## config.mk

```make
export PLATFORM = sky130hd
export DESIGN_NAME = lsg_div
export DESIGN_NICKNAME = d
export VERILOG_FILES = /design/src/rtl/lsg_div.sv
export SDC_FILE = /design/constraint.sdc
export NUM_CORES = 1
export LEC_CHECK = 0
export BUFFER_PORTS_ARGS = -buffer_cell sky130_fd_sc_hd__buf_2
export CORE_MARGIN = 10
export CORE_UTILIZATION = 60
export CTS_CLUSTER_SIZE = 12
export DETAILED_ROUTE_END_ITERATION = 16
export GPL_TIMING_DRIVEN = 0
export PLACE_DENSITY = 0.84
export SYNTH_ARGS = -nofsm -noshare
export SYNTH_HDL_FRONTEND = slang
export SYNTH_SLANG_ARGS = --single-unit
```

## constraint.sdc

```tcl
create_clock -name clk -period 6.56 [get_ports clk]
set_input_delay 0.656 -clock clk [delete_from_list [all_inputs] [get_ports clk]]
set_output_delay 0.656 -clock clk [all_outputs]
set_load 0.01 [all_outputs]
```

## src/rtl/lsg_div.sv

```systemverilog
`timescale 1ns / 1ps
module lsg_div #(
	parameter int DW = 10
) (
	input  logic                clk,
	input  logic                arst_n,
	input  logic                start,
	input  logic signed [63:0]  dividend,
	input  logic [DW-1:0]       divisor,
	output logic                done,
	output logic signed [31:0]  quotient
);

	logic          busy_q;
	logic          done_q;
	logic [5:0]    cnt_q;
	logic          neg_q;
	logic [63:0]   q_q;
	logic [DW-1:0] rem_q;
	logic [DW-1:0] div_q;
	logic [DW:0]   rem_sh;
	logic [DW:0]   diff;
	logic          take;
	logic [63:0]   mag;

	assign mag    = dividend[63] ? (64'd0 - dividend) : dividend;
	assign rem_sh = {rem_q, q_q[63]};
	assign diff   = rem_sh - {1'b0, div_q};
	assign take   = rem_sh >= {1'b0, div_q};

	always_ff @(posedge clk or negedge arst_n) begin
		if (!arst_n) begin
			busy_q <= 1'b0;
			done_q <= 1'b0;
			cnt_q  <= '0;
		end else if (start) begin
			busy_q <= 1'b1;
			done_q <= 1'b0;
			cnt_q  <= 6'd63;
		end else if (busy_q) begin
			cnt_q <= cnt_q - 6'd1;
			if (cnt_q == 6'd0) begin
				busy_q <= 1'b0;
				done_q <= 1'b1;
			end
		end
	end

	always_ff @(posedge clk) begin
		if (start) begin
			neg_q <= dividend[63];
			q_q   <= mag;
			rem_q <= '0;
			div_q <= divisor;
		end else if (busy_q) begin
			q_q   <= {q_q[62:0], take};
			rem_q <= take ? diff[DW-1:0] : rem_sh[DW-1:0];
		end
	end

	always_comb begin
		if (!neg_q && q_q > 64'd2147483647) begin
			quotient = 32'sh7FFF_FFFF;
		end else if (neg_q && q_q > 64'd2147483648) begin
			quotient = 32'sh8000_0000;
		end else if (neg_q) begin
			quotient = 32'(64'd0 - q_q);
		end else begin
			quotient = q_q[31:0];
		end
	end

	assign done = done_q;

endmodule

```

# After elaboration in Yosys (flattened, before gate mapping)
# Index checks and enable logic that the tools add are counted.
[totals]
ff_bits = 93
latch_bits = 0
ramBits = 0
rom_bits = 0
input_bits = 77
out_inout_bits = 33
wordCells = 36
memories = 0
[classes]
n_addsub = 4
mul = 0
div = 0
magnitude_cmp = 3
eq_ne = 0
shift = 0
mux = 15
bitwise_logic = 0
reduce_logical = 7
[op_table]
columns = ["op", "n"]
rows = [
  ["$mux W64", 3],
  ["$mux W32", 3],
  ["$gt A64 B31 Y1 const B", 1],
  ["$gt A64 B32 Y1 const B", 1],
  ["$sub A1 B64 Y64 const A", 1],
  ["$sub A1 B32 Y32 const A", 1],
  ["$mux W6", 2],
  ["$ge A11 B10 Y1", 1],
  ["$mux W10", 1],
  ["$sub A10 B10 Y10", 1],
  ["$logic_not A6 Y1", 1],
  ["$mux W1", 6],
  ["$sub A6 B1 Y6 const B", 1],
  ["$reduce_bool A2 Y1", 2],
  ["$logic_and A1 B1 Y1", 2],
  ["$reduce_and A2 Y1", 1],
  ["$logic_not A1 Y1", 1],
]

# Longest topological paths before layout
# Gate-level depths: netlist of the first run.
[logic_depth]
depth_word = 4
mapped_depth = 10
mapped_depth_nobuf = 9

# Least setup slack after synthesis of the first run
# No wires, ideal clock.
[synth_path]
kind = "register -> output"
from = "register q_q[0]"
to = "output quotient[30]"
arrival_ns = 2.609
t_required_ns = 5.904
setup_slack_ns = 3.295
stages_incl_launch_ff = 9
path_buffers = 0
cell_sequence = "edfxtp_1 -> inv_1 -> ha_1 -> nor3b_1 -> nand4_1 -> nor3_1 -> nand2_1 -> a2111o_1 -> a21oi_1"
[synth_between]
elab_chain_cells = 4
elab_cells_between_ends = 8
classes_between = "1 x add/sub; 2 x order compare; 3 x mux; 2 x reduce/logical"
[synth_rtl]
columns = ["item", "line_no", "source"]
rows = [
  ["from (decl)", "18", "logic [63:0] q_q;"],
  ["from (signal assigned)", "52", "q_q <= mag;"],
  ["from (signal assigned)", "56", "q_q <= {q_q[62:0], take};"],
  ["$gt A64 B32 Y1 or $sub A1 B32 Y32 (tied branches)", "64, 67", ""],
  ["$logic_and A1 B1 Y1 or $mux W32 (tied branches)", "64, 66", ""],
  ["$mux W32", "64", "end else if (neg_q && q_q > 64'd2147483648) begin"],
  ["$mux W32 (*)", "62", "if (!neg_q && q_q > 64'd2147483647) begin"],
  ["to (decl)", "11", "output logic signed [31:0] quotient"],
]
# Mark *: on every way between the ends. The rest lies on a longest branch, timed or not.

# Worst setup path after layout of the first run
# Same ends and word-level chain as after synthesis.

==> results of run 1 <==
## cells by family after synthesis
family / Yosys count / share of synthesized area [%]
AOI/OAI and AO/OA: 234 / 21.34
and+or+nand+nor: 294 / 21.99
buffers and inverters: 73 / 4.234
adders and majority gates: 15 / 2.885
xor gates and xnor gates: 72 / 9.320
muxes: 7 / 1.036
DFF: 93 / 39.20
## layout by cell type, fill, tap and decap left out, drive strengths merged, types with 20 or more instances in the layout
cell type	n
a21oi	120
inv	30
clkbuf	47
or3	20
nand2	55
edfxtp	75
o31ai	22
xor2	63
buf	117
nor3	21
o21ai	34
nor2	97
nand3	22
## worst max path at each step
stage	startpoint	to	slack, ns	depth (start not counted)
finish	q_q[0]$_DFFE_PP_	quotient[30]	2.04	9
global route	q_q[1]$_DFFE_PP_	quotient[21]	1.86	11
CTS	q_q[0]$_DFFE_PP_	quotient[30]	2.12	9
detailed placement	q_q[0]$_DFFE_PP_	quotient[30]	2.50	9
global placement	q_q[1]$_DFFE_PP_	quotient[15]	2.66	11
floorplan	q_q[0]$_DFFE_PP_	quotient[30]	3.29	8
## worst reg2reg max path: stages (launching register included)
cell       delay, ns
edfxtp_1        0.32
inv_1           0.04
ha_1            0.35
a21o_1          0.21
a2111oi_0       0.48
a21oi_1         0.12
a31oi_1         0.58
clkbuf_1        0.50
nand2_1         0.14
a311oi_1        0.29
## state kept, by name (all words and copies together), names as in the netlist
name    count
busy_q      1
div_q      10
q_q        64
neg_q       1
rem_q      10
cnt_q       6
done        1
## cell type report
cell class	count	area (µm²)
clock buffer	11	252.7
fill	832	3069
timing repair buffer	110	565.5
clock inverter	5	106.4
multi-input combinational	622	3827
sequential	93	2653
buffer	43	173.9
tap	140	175.2
inverter	30	112.6
## routing by layer
metal | GRT usage [%] | vias to the layer above | wire length, µm
met5 | 0 | - | 0
met4 | 13.06 | 0 | 796
met3 | 5.117 | 74 | 1878
met2 | 41.19 | 421 | 10060
met1 | 27.33 | 3194 | 7649
li1 | - | 3170 | -
## stage by stage
step / hold slack, ns / util, % / setup slack (ns)
2_1_floorplan: 0.3604 / - / 3.295
3_3_place_gp: 0.4897 / 68.47 / 2.659
3_5_place_dp: 0.4987 / 68.65 / 2.499
4_1_cts: 0.1346 / 71.93 / 2.117
5_1_grt: 0.1376 / 71.93 / 1.858
6_report: 0.1341 / 71.93 / 2.035
## where the power goes
group	leakage, nW	internal [mW]	total, mW	switching, mW
Clock	0.172	0.394	0.619	0.225
Combinational	1.88	0.121	0.302	0.181
Sequential	0.921	0.710	0.772	0.0626
Total	2.97	1.22	1.69	0.469
==> results.cfg, run 1 <==
[status]
outcome = completed

[yosys]
yosys_register_bits = 93
yosysMostFrequentCell = a21oi_1
synth_cells = 788
yosys-top-cells-area = edfxtp_1 33%, a21oi_1 8.9%, xor2_1 8.2%, nor2_1 5.4%, nand2_1 3.1%
ys.warnings.count = 0
synth.yosys.seq_area_share_pct = 39.20
ys.flop_type = edfxtp_1
avgSynthCellArea_um2 = 8.587
syn-num-nets = 880
synthTopCellsByCount = 120 x a21oi_1, 97 x nor2_1, 75 x edfxtp_1
synth_cell_types = 56
synth_top_area_cell = edfxtp_1
netlist_area_um2 = 6766
synth_edf_count = 75
synthArstFlopShare_pct = 8.602
synth_top_cell_area_share_pct = 33.28

[placement]
gp_congestion = 0.9348
numPortBuffers = 109
dp_hpwl_um = 14930
place_inst = 1038
place_area_um2 = 7507

[final_layout]
drive_gt1_share_pct = 16.08
design_area_um2 = 7866
syn_to_final_growth_pct = 16.25
diodes = 0
num-nets-final = 1001
finalNonFillerCells = 1054

[cts]
clockBufferDepth = 2
cts-root-buf = clkbuf_16
clk_latency_ns = 0.35
cts_tree = built
cts_made_buffers = 9
cts_setup_buffers = 0
cts-resized-gates = 0
htree_levels = 3
ctsHoldBuffers = 0
path_clk_slew_ns = 0.07
clock-sinks = 93

[grt]
grt_max_degree = 48
grt_overflow_total = 0
track_usage_pct = 24.02
grt_pass1_wl_um = 32260
grt_pass1_vias = 6807
antenna_found_initial = 0

[floorplan]
rows = 38
start_util_pct = 61.88
die_area_um2 = 15930
io-pin-count = 110
coreArea_um2 = 10940
die_w_um = 126.2
fp.dieH_um = 126.2

[sta]
rsz0062_at_grt = no
tightest_slew_ns = 0.9681
fmax_mhz = 221.0
slew_headroom_pct = 34.96
finalSetupTns_ns = 0
clock_skew_ns = 0.009186
min_period_ns = 4.525
hold_viol = 0
post-route-period-util_pct = 68.97
slew_violations = 0
setup_viol = 0

[critical_path]
end_kind = primary output
ff2ff_path_depth = 9
r2r-end = rem_q[9]$_SDFFE_PP0P_
reg2reg_from = div_q[7]$_DFFE_PP_
crit_required_ns = 5.90
cp_cell_sequence = inv_1, ha_1, nor3b_1, nand4_1, nor3_1, nand2_1, a2111o_1, a21oi_1, buf_2
cpPeakStageDelay_ns = 0.80
crit_fanout = 8
rrSetupSlack_ns = 3.44
cp_slowest_cell = nor3_1
worstPathArrival_ns = 3.87
cp-start-kind = flip-flop
path_delay_family = simple AND/OR/NAND/NOR gates
crit_buf_inv = 2
criticalPathCategory = reg -> out

[detailed_routing]
avgViaCountPerCell = 6.508
drt_iter0_markers = 909
drc_errors = 0
drtPass1Iterations = 11
ant_nets = 0
wl_per_cell_um = 19.34
via_count = 6859
totalWireLength_um = 20390

[power]
irDropWorstVdd_v = 0.0001797
p_total_mw = 1.693
power_leakage_nw = 2.970
powerDensity_nw_per_um2 = 215.3

[min_path]
min_path_type = in -> async

[flow_run]
max-cap-violations = 0
(Power assumes the default switching activity.)
==> run 2, diff against run 1 <==
- ABC_AREA: unset -> 1
- CORE_UTILIZATION: 60 -> 54
- PLACE_DENSITY: 0.84 -> 0.79
- clock period: 6.56 -> 4.13 ns (I/O delays scaled with it)
==> results.cfg, run 2 <==
[critical_path]
worstPathArrival_ns = 2.37
rrSetupSlack_ns = 1.91
cpPeakStageDelay_ns = 0.41
cp_cell_sequence = nor2_1, nand2_1, nor2_1, nand2_1, nor2_1, nand2_1, nand2_1, buf_2, o21ai_1, buf_2
criticalPathCategory = reg -> out
cp_slowest_cell = edfxtp_1
crit_fanout = 10
crit_required_ns = 3.72
cp-start-kind = flip-flop
cpMostUsedCell = nand2_1
end_kind = primary output

[sta]
hold_viol = 0
tightest_slew_ns = 0.8026
clock_skew_ns = 0.006531
setup_viol = 0
finalSetupTns_ns = 0
post-route-period-util_pct = 67.42
rsz0062_at_grt = no
slew_violations = 0
setup_slack_ns = 1.345
slew_headroom_pct = 46.30
fmax_mhz = 359.1
min_period_ns = 2.785
whs_ns = 0.2256

[grt]
grt_overflow_total = 0
track_usage_pct = 23.71
grt_pass1_vias = 7749
antenna_found_initial = 1
grt_max_degree = 38
grt_pass1_wl_um = 38660

[yosys]
synth_mux_area_share_pct = 0
synth-xor-area-share_pct = 6.211
avgSynthCellArea_um2 = 6.726
ys.flop_type = edfxtp_1
yosys-top-cells-area = edfxtp_1 28%, nand2_1 19%, nor2_1 8.0%, nand3_1 5.9%, inv_1 4.6%
synth_cell_types = 44
netlist_area_um2 = 8038
synth-simple-area-share_pct = 42.56
synth_top_cell_area_share_pct = 28.02
synth_top_family_by_area = simple AND/OR/NAND/NOR gates
synth_top_area_cell = edfxtp_1
synth_adder_area_share_pct = 2.428
synth.yosys.seq_area_share_pct = 33.00
yosysMostFrequentCell = nand2_1
synth_edf_count = 75
ys.warnings.count = 0
yosys_register_bits = 93
synthArstFlopShare_pct = 8.602
syn-num-nets = 1287
synth-compound-area-share_pct = 8.546
synthTopCellsByCount = 400 x nand2_1, 172 x nor2_1, 98 x inv_1
synth_cells = 1195

[final_layout]
reg_top3 = q_q (64), div_q (10), rem_q (10)
layout_common_cells = 400 x nand2_1, 172 x nor2_1, 124 x buf_2
drive_gt1_share_pct = 17.25
nFillCells = 1387
regMostFlops = q_q
syn_to_final_growth_pct = 13.51
mostFrequentLayoutCell = nand2_1
finalNonFillerCells = 1507
largest_reg_flops = 64
num-nets-final = 1409

[cts]
clk_latency_ns = 0.35
path_clk_slew_ns = 0.07
clockBufferDepth = 2
htree_levels = 3
cts-root-buf = clkbuf_16
cts_made_buffers = 9
cts_tree = built
clock-sinks = 93

[floorplan]
io-pin-count = 110
fp.dieH_um = 142
die_w_um = 142
rows = 44
die_area_um2 = 20160
start_util_pct = 55.30
coreArea_um2 = 14530

[placement]
dp_hpwl_um = 19660
place_ws_ns = 1.449
numPortBuffers = 109
place_inst = 1489
gp_congestion = 0.9548

[status]
outcome = completed

[detailed_routing]
drc_errors = 0
totalWireLength_um = 24350
avgViaCountPerCell = 5.473
ant_nets = 0
drtPass1Iterations = 5
drt_iter0_markers = 794
wl_per_cell_um = 16.16
via_count = 8248

[power]
p_total_mw = 3.216
irDropWorstVdd_v = 0.0002104
power_leakage_nw = 4.189
powerDensity_nw_per_um2 = 352.5

[flow_run]
max-cap-violations = 0

[min_path]
min_path_type = in -> reg
[run 2: worst max-delay path, delay by kind of cell, from the launching register on]
| family | cells | cell delay, ns |
|---|---|---|
| AND/OR/NAND/NOR | 7 | 1.12 |
| flip-flops | 1 | 0.41 |
| buffers and inverters | 2 | 0.39 |
| AO/OA/AOI/OAI | 1 | 0.09 |
[run 2: cell type report]
cell class,instances,area [µm²],area share [%]
tap,184,230.2,2.523
multi-input combinational,961,4802,52.63
clock inverter,4,31.28,0.3428
sequential,93,2653,29.07
buffer,34,181.4,1.988
inverter,107,401.6,4.402
timing repair buffer,111,575.6,6.308
antenna,1,2.502,0.02743
clock buffer,12,246.5,2.702
[run 2: repair_timing]
| item | in CTS | in global routing |
|---|---|---|
| hold buffers | 1 | 0 |
| buffers inserted | 0 | 0 |
| endpoints found under the hold margin | 8 | 0 |
| resized for setup | 0 | 0 |
[run 2: routing by layer]
metal  vias to the layer above  global-route usage, %  share of wire [%]
li1                       4132                      -                  -
met1                      3711                  29.74                 42
met2                       341                  38.50                 46
met3                        64                  4.372                8.2
met4                         0                  11.35                4.0
met5                         -                      0                  0
[run 2: report_power, final]
part	switching [mW]	internal (mW)	leakage, nW
sequential	0.103	1.16	0.971
clock	0.370	0.429	0.137
combinational	0.723	0.435	3.08
[run 2: through the flow]
step | area [µm²] | util, %
final | 9124 | 62.78
after global routing | 9124 | 62.78
after CTS | 9121 | 62.76
after detailed placement | 8833 | 60.78
after global placement | 8813 | 60.64
after floorplan | 8038 | -
[run 2: cell families after synthesis]
logic type,Yosys count
flops,93
buf+inv,141
xor+xnor,57
compound gates,117
fa+ha+maj,15
simple gates,772
[run 2: worst paths after layout]
check | from | endpoint | cells after the start
min | divisor[7] | div_q[7]$_DFFE_PP_ | 1
max | q_q[62]$_DFFE_PP_ | quotient[2] | 10
min reg2reg | rem_q[4]$_SDFFE_PP0P_ | rem_q[4]$_SDFFE_PP0P_ | 2
max in group asynchronous | arst_n | cnt_q[0]$_DFFE_PN0P_ | 2
min in group asynchronous | arst_n | cnt_q[3]$_DFFE_PN0P_ | 2
max reg2reg | busy_q$_DFF_PN0_ | q_q[29]$_DFFE_PP_ | 3
